$ cat src/design/cmfs_pkg.sv
package cmfs_pkg;

	// Component and coordinate formats
	localparam int COMPONENT_BITS = 16;
	localparam int FRAC_BITS      = 12;

	localparam int MAG_W   = COMPONENT_BITS;     // |component| up to 2^(N-1)
	localparam int ACC_W   = COMPONENT_BITS + 1; // uc + m, in [0, 2m]
	localparam int COORD_W = FRAC_BITS + 1;      // [0, 1] with FRAC_BITS fraction bits

	localparam logic [COORD_W-1:0] COORD_HALF = COORD_W'(1) << (FRAC_BITS - 1);

	// Face codes
	localparam logic [2:0] FACE_POS_X = 3'd0;
	localparam logic [2:0] FACE_NEG_X = 3'd1;
	localparam logic [2:0] FACE_POS_Y = 3'd2;
	localparam logic [2:0] FACE_NEG_Y = 3'd3;
	localparam logic [2:0] FACE_POS_Z = 3'd4;
	localparam logic [2:0] FACE_NEG_Z = 3'd5;

	typedef struct packed {
		logic signed [COMPONENT_BITS-1:0] dir_x;
		logic signed [COMPONENT_BITS-1:0] dir_y;
		logic signed [COMPONENT_BITS-1:0] dir_z;
	} cmfs_in_t;

	typedef struct packed {
		logic [2:0]         face;
		logic [COORD_W-1:0] coord_u;
		logic [COORD_W-1:0] coord_v;
		logic               zero_vector;
	} cmfs_out_t;

endpackage

$ cat src/design/cube_map_face_select_unit.sv
// Cube-map face select: takes a signed direction (dir_x, dir_y, dir_z) and returns the
// face it points at (0 +X, 1 -X, 2 +Y, 3 -Y, 4 +Z, 5 -Z) plus face coordinates u, v in
// [0, 1] with FRAC_BITS fraction bits, truncated. Largest magnitude picks the axis, ties go
// Z over Y over X, and a zero component counts as negative. An all-zero vector gives face
// -Z, u = v = 0.5 and zero_vector set. The unit takes one item every clock: busy is
// always low and results cannot be held off. Each result shows up on res with a one-cycle
// done strobe once it has passed the capture, axis-select and dividend stages and the two
// divisions, each a restoring divider unrolled one quotient bit per pipeline stage.
module cube_map_face_select_unit (
	input  logic                clk,
	input  logic                arst_n,
	input  logic                start,
	output logic                busy,
	input  cmfs_pkg::cmfs_in_t  dir,
	output logic                done,
	output cmfs_pkg::cmfs_out_t res
);
	import cmfs_pkg::*;

	// One compare-subtract of the divider. dbl: compare against 2m (first step),
	// shl: double the partial remainder first (fraction bits).
	function automatic logic [ACC_W:0] div_step(
		input logic [ACC_W-1:0] r,
		input logic [MAG_W-1:0] m,
		input logic             dbl,
		input logic             shl
	);
		logic [ACC_W-1:0] t;
		logic [ACC_W-1:0] d;
		t = shl ? {r[ACC_W-2:0], 1'b0} : r;
		d = dbl ? {m, 1'b0} : {1'b0, m};
		if (t >= d) begin
			return {1'b1, t - d};
		end else begin
			return {1'b0, t};
		end
	endfunction

	// No back-pressure anywhere: the pipe moves every cycle.
	assign busy = 1'b0;

	// ---------------- Stage 1: capture components and magnitudes ----------------
	logic                      vld_s1;
	logic signed [MAG_W-1:0]   x_s1, y_s1, z_s1;
	logic        [MAG_W-1:0]   ax_s1, ay_s1, az_s1;

	always_ff @(posedge clk or negedge arst_n) begin
		if (!arst_n) begin
			vld_s1 <= 1'b0;
		end else begin
			vld_s1 <= start & ~busy;
		end
	end

	// Most negative value negates to itself, which reads correctly as unsigned 2^(N-1).
	always_ff @(posedge clk) begin
		x_s1  <= dir.dir_x;
		y_s1  <= dir.dir_y;
		z_s1  <= dir.dir_z;
		ax_s1 <= dir.dir_x[MAG_W-1] ? MAG_W'(-dir.dir_x) : MAG_W'(dir.dir_x);
		ay_s1 <= dir.dir_y[MAG_W-1] ? MAG_W'(-dir.dir_y) : MAG_W'(dir.dir_y);
		az_s1 <= dir.dir_z[MAG_W-1] ? MAG_W'(-dir.dir_z) : MAG_W'(dir.dir_z);
	end

	// ---------------- Stage 2: pick the major axis and in-face components -------
	logic                      vld_s2;
	logic        [2:0]         face_s2;
	logic        [MAG_W-1:0]   m_s2;
	logic signed [ACC_W-1:0]   uc_s2, vc_s2;
	logic                      zero_s2;

	logic signed [ACC_W-1:0]   xe, ye, ze;
	logic                      z_major, y_major;
	logic        [2:0]         face_c;
	logic        [MAG_W-1:0]   m_c;
	logic signed [ACC_W-1:0]   uc_c, vc_c;

	always_comb begin
		xe      = ACC_W'(x_s1);
		ye      = ACC_W'(y_s1);
		ze      = ACC_W'(z_s1);
		z_major = (az_s1 >= ax_s1) && (az_s1 >= ay_s1);
		y_major = (ay_s1 >= ax_s1) && (ay_s1 >= az_s1);
		if (z_major) begin
			m_c  = az_s1;
			vc_c = ye;
			if (z_s1 > 0) begin
				face_c = FACE_POS_Z;
				uc_c   = xe;
			end else begin
				face_c = FACE_NEG_Z;
				uc_c   = -xe;
			end
		end else if (y_major) begin
			m_c  = ay_s1;
			uc_c = xe;
			if (y_s1 > 0) begin
				face_c = FACE_POS_Y;
				vc_c   = -ze;
			end else begin
				face_c = FACE_NEG_Y;
				vc_c   = ze;
			end
		end else begin
			m_c  = ax_s1;
			vc_c = ye;
			if (x_s1 > 0) begin
				face_c = FACE_POS_X;
				uc_c   = -ze;
			end else begin
				face_c = FACE_NEG_X;
				uc_c   = ze;
			end
		end
	end

	always_ff @(posedge clk or negedge arst_n) begin
		if (!arst_n) begin
			vld_s2 <= 1'b0;
		end else begin
			vld_s2 <= vld_s1;
		end
	end

	always_ff @(posedge clk) begin
		face_s2 <= face_c;
		m_s2    <= m_c;
		uc_s2   <= uc_c;
		vc_s2   <= vc_c;
		zero_s2 <= (ax_s1 == '0) && (ay_s1 == '0) && (az_s1 == '0);
	end

	// ---------------- Stage 3: dividends uc + m and vc + m, both in [0, 2m] ------
	logic                      vld_s3;
	logic        [2:0]         face_s3;
	logic        [MAG_W-1:0]   m_s3;
	logic        [ACC_W-1:0]   au_s3, av_s3;
	logic                      zero_s3;

	logic signed [ACC_W:0]     su, sv;

	always_comb begin
		su = (ACC_W+1)'(uc_s2) + $signed({2'b00, m_s2});
		sv = (ACC_W+1)'(vc_s2) + $signed({2'b00, m_s2});
	end

	always_ff @(posedge clk or negedge arst_n) begin
		if (!arst_n) begin
			vld_s3 <= 1'b0;
		end else begin
			vld_s3 <= vld_s2;
		end
	end

	always_ff @(posedge clk) begin
		face_s3 <= face_s2;
		m_s3    <= m_s2;
		au_s3   <= su[ACC_W-1:0];
		av_s3   <= sv[ACC_W-1:0];
		zero_s3 <= zero_s2;
	end

	// ---------------- Stages 4 .. 4+FRAC_BITS: u, v = floor(a * 2^(F-1) / m) ---
	// Step 0 yields the 2^F bit (a == 2m), step 1 the 2^(F-1) bit, then one
	// fraction bit per step. Index k of the _sd arrays is pipeline stage 4+k.
	logic               vld_sd  [0:FRAC_BITS];
	logic [2:0]         face_sd [0:FRAC_BITS];
	logic [MAG_W-1:0]   m_sd    [0:FRAC_BITS];
	logic               zero_sd [0:FRAC_BITS];
	logic [ACC_W-1:0]   ru_sd   [0:FRAC_BITS];
	logic [ACC_W-1:0]   rv_sd   [0:FRAC_BITS];
	logic [COORD_W-1:0] qu_sd   [0:FRAC_BITS];
	logic [COORD_W-1:0] qv_sd   [0:FRAC_BITS];

	for (genvar k = 0; k <= FRAC_BITS; k++) begin : g_div
		logic               vld_in;
		logic [2:0]         face_in;
		logic [MAG_W-1:0]   m_in;
		logic               zero_in;
		logic [ACC_W-1:0]   ru_in, rv_in;
		logic [COORD_W-1:0] qu_in, qv_in;
		logic [ACC_W:0]     stp_u, stp_v;

		if (k == 0) begin : g_head
			assign vld_in  = vld_s3;
			assign face_in = face_s3;
			assign m_in    = m_s3;
			assign zero_in = zero_s3;
			assign ru_in   = au_s3;
			assign rv_in   = av_s3;
			assign qu_in   = '0;
			assign qv_in   = '0;
		end else begin : g_body
			assign vld_in  = vld_sd[k-1];
			assign face_in = face_sd[k-1];
			assign m_in    = m_sd[k-1];
			assign zero_in = zero_sd[k-1];
			assign ru_in   = ru_sd[k-1];
			assign rv_in   = rv_sd[k-1];
			assign qu_in   = qu_sd[k-1];
			assign qv_in   = qv_sd[k-1];
		end

		assign stp_u = div_step(ru_in, m_in, k == 0, k >= 2);
		assign stp_v = div_step(rv_in, m_in, k == 0, k >= 2);

		always_ff @(posedge clk or negedge arst_n) begin
			if (!arst_n) begin
				vld_sd[k] <= 1'b0;
			end else begin
				vld_sd[k] <= vld_in;
			end
		end

		always_ff @(posedge clk) begin
			face_sd[k] <= face_in;
			m_sd[k]    <= m_in;
			zero_sd[k] <= zero_in;
			ru_sd[k]   <= stp_u[ACC_W-1:0];
			rv_sd[k]   <= stp_v[ACC_W-1:0];
			qu_sd[k]   <= {qu_in[COORD_W-2:0], stp_u[ACC_W]};
			qv_sd[k]   <= {qv_in[COORD_W-2:0], stp_v[ACC_W]};
		end
	end

	// ---------------- Result ----------------------------------------------------
	// Zero vector: m is 0 and the quotient is meaningless, so force u = v = 0.5.
	// The face is already -Z from the tie rule.
	assign done            = vld_sd[FRAC_BITS];
	assign res.face        = face_sd[FRAC_BITS];
	assign res.coord_u     = zero_sd[FRAC_BITS] ? COORD_HALF : qu_sd[FRAC_BITS];
	assign res.coord_v     = zero_sd[FRAC_BITS] ? COORD_HALF : qv_sd[FRAC_BITS];
	assign res.zero_vector = zero_sd[FRAC_BITS];

endmodule

$ cat config.mk
export PLATFORM = sky130hd
export DESIGN_NAME = cube_map_face_select_unit
export DESIGN_NICKNAME = d
export VERILOG_FILES = /design/src/design/cmfs_pkg.sv /design/src/design/cube_map_face_select_unit.sv
export SDC_FILE = /design/constraint.sdc
export NUM_CORES = 2
export LEC_CHECK = 0
export BUFFER_PORTS_ARGS = -buffer_cell sky130_fd_sc_hd__buf_2
export CORE_ASPECT_RATIO = 1.75
export CORE_MARGIN = 5
export CORE_UTILIZATION = 50
export CTS_BUF_LIST = sky130_fd_sc_hd__clkbuf_4 sky130_fd_sc_hd__clkbuf_8 sky130_fd_sc_hd__clkbuf_16
export CTS_CLUSTER_DIAMETER = 100
export DETAILED_ROUTE_END_ITERATION = 6
export PLACE_DENSITY = 0.76
export SETUP_SLACK_MARGIN = 0.05
export SYNTH_ARGS = -nofsm -noshare
export SYNTH_HDL_FRONTEND = slang
export SYNTH_SLANG_ARGS = --single-unit
$ cat constraint.sdc
create_clock -name clk -period 4.6 [get_ports clk]
set_input_delay 0 -clock clk [delete_from_list [all_inputs] [get_ports clk]]
set_output_delay 0 -clock clk [all_outputs]
set_load 0.01 [all_outputs]
=== After elaboration in Yosys (flattened, before gate mapping) ===
Memory sizes are Yosys's and may differ from the RTL's.
Index checks and enable logic that the tools add are counted.

* Bits in registers: 220
* Memory bits (writable): 1040
* Input bits: 51
* Output and inout bits: 32
* Word-level logic and storage cells: 160
* Memories: 7

{| class="wikitable"
|+ Memory list
! name !! words !! bits a word !! rd ports !! clocked after memory_dff !! wr ports !! RTL line !! source
|-
| ru_sd || 13 || 17 || 12 || 0 || 13 || cube_map_face_select_unit.sv:170 || <nowiki>logic [ACC_W-1:0] ru_sd [0:FRAC_BITS];</nowiki>
|-
| rv_sd || 13 || 17 || 12 || 0 || 13 || cube_map_face_select_unit.sv:171 || <nowiki>logic [ACC_W-1:0] rv_sd [0:FRAC_BITS];</nowiki>
|-
| m_sd || 13 || 16 || 12 || 0 || 13 || cube_map_face_select_unit.sv:168 || <nowiki>logic [MAG_W-1:0] m_sd [0:FRAC_BITS];</nowiki>
|-
| qu_sd || 13 || 13 || 13 || 0 || 13 || cube_map_face_select_unit.sv:172 || <nowiki>logic [COORD_W-1:0] qu_sd [0:FRAC_BITS];</nowiki>
|-
| qv_sd || 13 || 13 || 13 || 0 || 13 || cube_map_face_select_unit.sv:173 || <nowiki>logic [COORD_W-1:0] qv_sd [0:FRAC_BITS];</nowiki>
|-
| face_sd || 13 || 3 || 13 || 0 || 13 || cube_map_face_select_unit.sv:167 || <nowiki>logic [2:0] face_sd [0:FRAC_BITS];</nowiki>
|-
| 1 more memories || n/a || n/a || n/a || n/a || n/a || n/a ||
|}

* Add/sub/neg operators: 33
* $lt $le $gt $ge: 33
* Multiplexer cells: 45
* Reduce and logical (&&, ||, !) cells: 7

{| class="wikitable"
|+ Operators with widths
! operator !! number
|-
| 2-to-1 mux 18 bit || 26
|-
| >= comparator 17 x 16 -> 1 bit || 24
|-
| subtractor 17 x 16 -> 17 bit || 24
|-
| 2-to-1 mux 17 bit || 7
|-
| >= comparator 16 bit || 4
|-
| > comparator 16 x 1 -> 1 bit, second input constant || 3
|-
| zero test 16 bit || 3
|-
| negator 16 bit || 3
|-
| 2-to-1 mux 15 bit || 3
|-
| adder 17 bit || 2
|-
| >= comparator 17 bit || 2
|-
| negator 16 -> 17 bit || 2
|-
| subtractor 17 bit || 2
|-
| 2-to-1 mux 16 bit || 2
|-
| 2-to-1 mux 13 bit || 2
|-
| 2-to-1 mux 3 bit || 2
|-
| logical AND 1 bit || 4
|-
| 2-to-1 mux 1 bit || 3
|}

=== Depth between registers and ports, before layout ===
* Word-level depth: 4
* Mapped depth: 13
* Gate-level depth less buffers: 12

=== Worst setup path after synthesis ===
OpenSTA, ideal clock, no wires.

* Kind: register to register
* Start point: register z_s1[0]
* End point: register uc_s2[6]
* Library setup time: 0.083 ns
* Data arrival time: 3.181 ns
* Required time: 4.517 ns
* Slack: 1.337 ns
* Cell stages (with the launch flop): 12
* Path buffers: 0
* Cells stage by stage: dfxtp_1 > inv_1 > ha_1 > nand3_1 > or3_1 > or3_1 > or3_1 > or3_1 > ha_1 > nor3_1 > nand2_1 > o221ai_1

* Cells in the longest elaborated chain, start to end: 4

{| class="wikitable"
|+ RTL lines
! item !! RTL line !! source
|-
| from (decl) || cube_map_face_select_unit.sv:44 || <nowiki>logic signed [MAG_W-1:0] x_s1, y_s1, z_s1;</nowiki>
|-
| from (signal assigned) || cube_map_face_select_unit.sv:59 || <nowiki>z_s1 <= dir.dir_z;</nowiki>
|-
| negator 16 -> 17 bit || cube_map_face_select_unit.sv:109 || <nowiki>uc_c = -ze;</nowiki>
|-
| 2-to-1 mux 17 bit || cube_map_face_select_unit.sv:107 || <nowiki>if (x_s1 > 0) begin</nowiki>
|-
| 2-to-1 mux 17 bit || cube_map_face_select_unit.sv:94 || <nowiki>end else if (y_major) begin</nowiki>
|-
| 2-to-1 mux 17 bit * || cube_map_face_select_unit.sv:84 || <nowiki>if (z_major) begin</nowiki>
|-
| named net uc_c[6] || cube_map_face_select_unit.sv:76 || <nowiki>logic signed [ACC_W-1:0] uc_c, vc_c;</nowiki>
|-
| to (signal assigned) || cube_map_face_select_unit.sv:128 || <nowiki>uc_s2 <= uc_c;</nowiki>
|-
| to (decl) || cube_map_face_select_unit.sv:69 || <nowiki>logic signed [ACC_W-1:0] uc_s2, vc_s2;</nowiki>
|}

Mark *: on every way through the listed nets, which the timed path passes. The rest lies on a longest branch.
A chain may end at the register's enable or synchronous reset.

=== Worst setup path in the final report ===
* Start point: register z_s1[0]
* End point: register uc_s2[15]

Same word-level chain as after synthesis.

==> run_results.csv <==
group,metric,value,unit
hold_path,holdCritPathClass,"in -> reg",
yosys,syn_inst,5176,
worst_setup_path,start_kind,"flop",
clock_tree,htreeDepth,3,
finish,area_delta_synth_final,12.60,%
worst_setup_path,cp_slowest_cell,"a221oi_1",
finish,finalNetCount,5931,
yosys,synth_seq_cells,1029,
worst_setup_path,worstReg2RegStart,"z_s1[0]$_DFF_P_",
worst_setup_path,reg2reg_slack,0.71,ns
worst_setup_path,rr_worst_depth,11,
route,antenna_left,0,
clock_tree,clkLatencyLatePin,0.72,ns
clock_tree,clockBufferDepth,3,
global_route,grt_pass1_wl,221.3,mm
clock_tree,cts_buffers,94,
global_route,gr-usage-met3,5.879,%
worst_setup_path,reg2reg_to,"uc_s2[15]$_DFF_P_",
sta,period_needed,3.890,ns
sta,hold_violations,0,
sta,worst_slack,0.7103,ns
worst_setup_path,required,5.19,ns
yosys,synth_top_cells_by_area,"dfxtp_1 41%, ha_1 13%, a21oi_1 4.1%, xnor2_1 3.6%, nor2_1 3.3%",
yosys,synthFlopType,"dfxtp_1",
floorplanning,chipHeight,424.2,µm
global_route,use_met1,20.14,%
floorplanning,io_pins,83,
worst_setup_path,path_depth,11,
floorplanning,dieWidth,246.7,µm
placement,pre_cts_slack,0.9120,ns
sta,finClkSkew,0.04528,ns
sta,hold_ws,0.02371,ns
worst_setup_path,path_buf_inv,2,
global_route,grt_antenna_before_repair,9,
sta,max_clock_freq,257.1,MHz
sta,tightest_slew,1.229,ns
yosys,yosys.area.top_type,"dfxtp_1",
finish,drive_above_1_share,9.037,%
sta,min_period_over_period,84.56,%
route,vias,39080,
clock_tree,cts.sinks,1029,
status,status,"finished, final reports clean",
placement,place_congestion,1.036,
route,drc,0,
clock_tree,path_clk_slew,0.07,ns
global_route,grt_max_degree,40,
worst_setup_path,path_cells,"inv_1, ha_1, nor2b_1, o21ai_0, a221oi_1, o211ai_1, nand2_1, or2_2, inv_1, and3_1, a221o_1",
yosys,yosysUniqueCellTypes,81,
clock_tree,cts_root_buffer,"clkbuf_16",
worst_setup_path,cp_max_fo,24,
global_route,grt-ovfl-total,0,
route,viasPerCell,5.794,
worst_setup_path,crit_path_frequent_cell,"inv_1",
worst_setup_path,cp_slowest_stage_delay,0.77,ns
sta,setup-violations-final,0,
yosys,synth_area,0.04902,mm²
worst_setup_path,crit_family,"compound AO/OA/AOI/OAI gates",
yosys,synth_commonest_cells,"1013 x dfxtp_1, 501 x ha_1, 435 x nor2_1, 406 x a21oi_1, 353 x inv_1",
placement,portBuffers,81,
yosys,synth_fp_nets,5754,
route,wl,146.9,mm
yosys,synth_top_cell_area_share,41.37,%
floorplanning,num_rows,152,
route,drt_pre_antenna_iters,7,
floorplanning,design.core.area,0.09775,mm²
worst_setup_path,crit_type,"reg -> reg",
sta,slew-limit-headroom,16.96,%
sta,tns,0,ns
yosys,ys_seq_area_share,42.19,%
yosys,ys_warn_count,0,
floorplanning,start_util,50.15,%
worst_setup_path,worst_setup_path_end_kind,"flop",
clock_tree,cts_tree,"done",
global_route,grt_util_met2,52.32,%
worst_setup_path,crit_arrival,4.48,ns
hold_path,min_path_cells,2,
sta,rsz0062_at_grt,"false",
clock_tree,post-cts-setup-buffer-count,0,
placement,place_hpwl,114.4,mm
yosys,avgSynthCellArea,9.471,µm²
route,wl_per_cell,21.79,µm
yosys,async_flop_share,1.555,%
finish,fillers,8386,
global_route,first_global_vias,40310,
global_route,track_usage,27.63,%
flow_run,maxCapViolations,0,
worst_setup_path,crit_end,"uc_s2[15]$_DFF_P_",
floorplanning,die_area,0.1047,mm²
sta,slew_viol_final,0,
yosys,yosysMostFrequentCell,"dfxtp_1",
yosys,synth_edf_count,0,
worst_setup_path,crit_start,"z_s1[0]$_DFF_P_",
route,drtIter0Drc,2190,
global_route,grt.busiest_layer,"met2",
==> metal layers <==
metal / up-vias / part of all wire, %
met5: - / 0.036
met4: 12 / 15
met3: 831 / 4.7
met2: 1374 / 53
met1: 18150 / 27
li1: 18710 / -
==> sequential cells by signal (all words and copies together) (netlist names), 3 cells and up <==
signal and flops:
face_sd 39, rv_sd 193, au_s3 17, g_div.m_in 16, face_s2 3, az_s1 15, ax_s1 15, uc_s2 17
m_sd 192, qv_sd 91, z_s1 16, zero_sd 13, y_s1 16, face_s3 3, ay_s1 15, x_s1 16
ru_sd 193, vc_s2 17, m_s2 16, g_div.vld_in 13, av_s3 17, qu_sd 91
==> metrics by stage <==
stage                     area (µm²)  instances  utilization (%)
after CTS                      55180       6742            56.45
after floorplan                49020       5176                -
after global placement         50780       6469            51.95
final                          55200       6745            56.47
after detailed placement       50780       6469            51.95
after global routing           55190       6742            56.46
==> cells in the final DEF (no fill, tap or decap), types with 144 or more instances in the layout <==
master,count
inv_1,353
nor2_1,435
xor2_1,145
dfxtp_1,1013
nor3_1,159
xnor2_1,204
mux2_2,144
o21ai_0,290
a21oi_1,405
nand2_1,232
ha_1,501
==> cell type report <==
cell class	count	area (µm²)	area share [%]
Sequential cell	1029	20680	37.46
Clock buffer	121	2675	4.846
Antenna cell	3	7.507	0.01360
Multi-Input combinational cell	3664	26480	47.97
Clock inverter	55	758.2	1.374
Timing Repair Buffer	211	1637	2.965
Tap cell	1309	1638	2.967
Inverter	353	1325	2.400
==> kinds of logic (layout without fill, tap and decap cells) <==
family / after synthesis / after routing / synth area share (%)
AO/OA/AOI/OAI: 1273 / 1273 / 16.53
XOR/XNOR: 349 / 349 / 6.235
adder cells (fa/ha/maj): 527 / 527 / 13.85
buffers and inverters: 483 / 740 / 3.885
flip-flops: 1029 / 1029 / 42.19
multiplexers: 169 / 169 / 3.951
other: 1 / 4 / 0.007650
AND/OR/NAND/NOR: 1345 / 1345 / 13.36
==> repair_timing <==
| action | 4_1_cts | 5_1_grt |
|---|---|---|
| hold endpoints to repair | 110 | 0 |
| resized for setup | 0 | 0 |
| hold buffers | 97 | 0 |
==> how the worst min path moves through the flow <==
stage / from / slack (ns) / endpoint
after floorplan: arst_n / -0.30 / done$_DFF_PN0_
after global placement: arst_n / -0.09 / vld_s1$_DFF_PN0_
after detailed placement: arst_n / -0.08 / vld_s1$_DFF_PN0_
after CTS: dir[29] / 0.003 / ay_s1[13]$_DFF_P_
after global routing: dir[35] / 0.002 / x_s1[3]$_DFF_P_
final: dir[35] / 0.02 / x_s1[3]$_DFF_P_
Power is left out: the tool's default activity adds up to more than one toggle a clock period on the data nets, which glitch-free logic cannot reach.
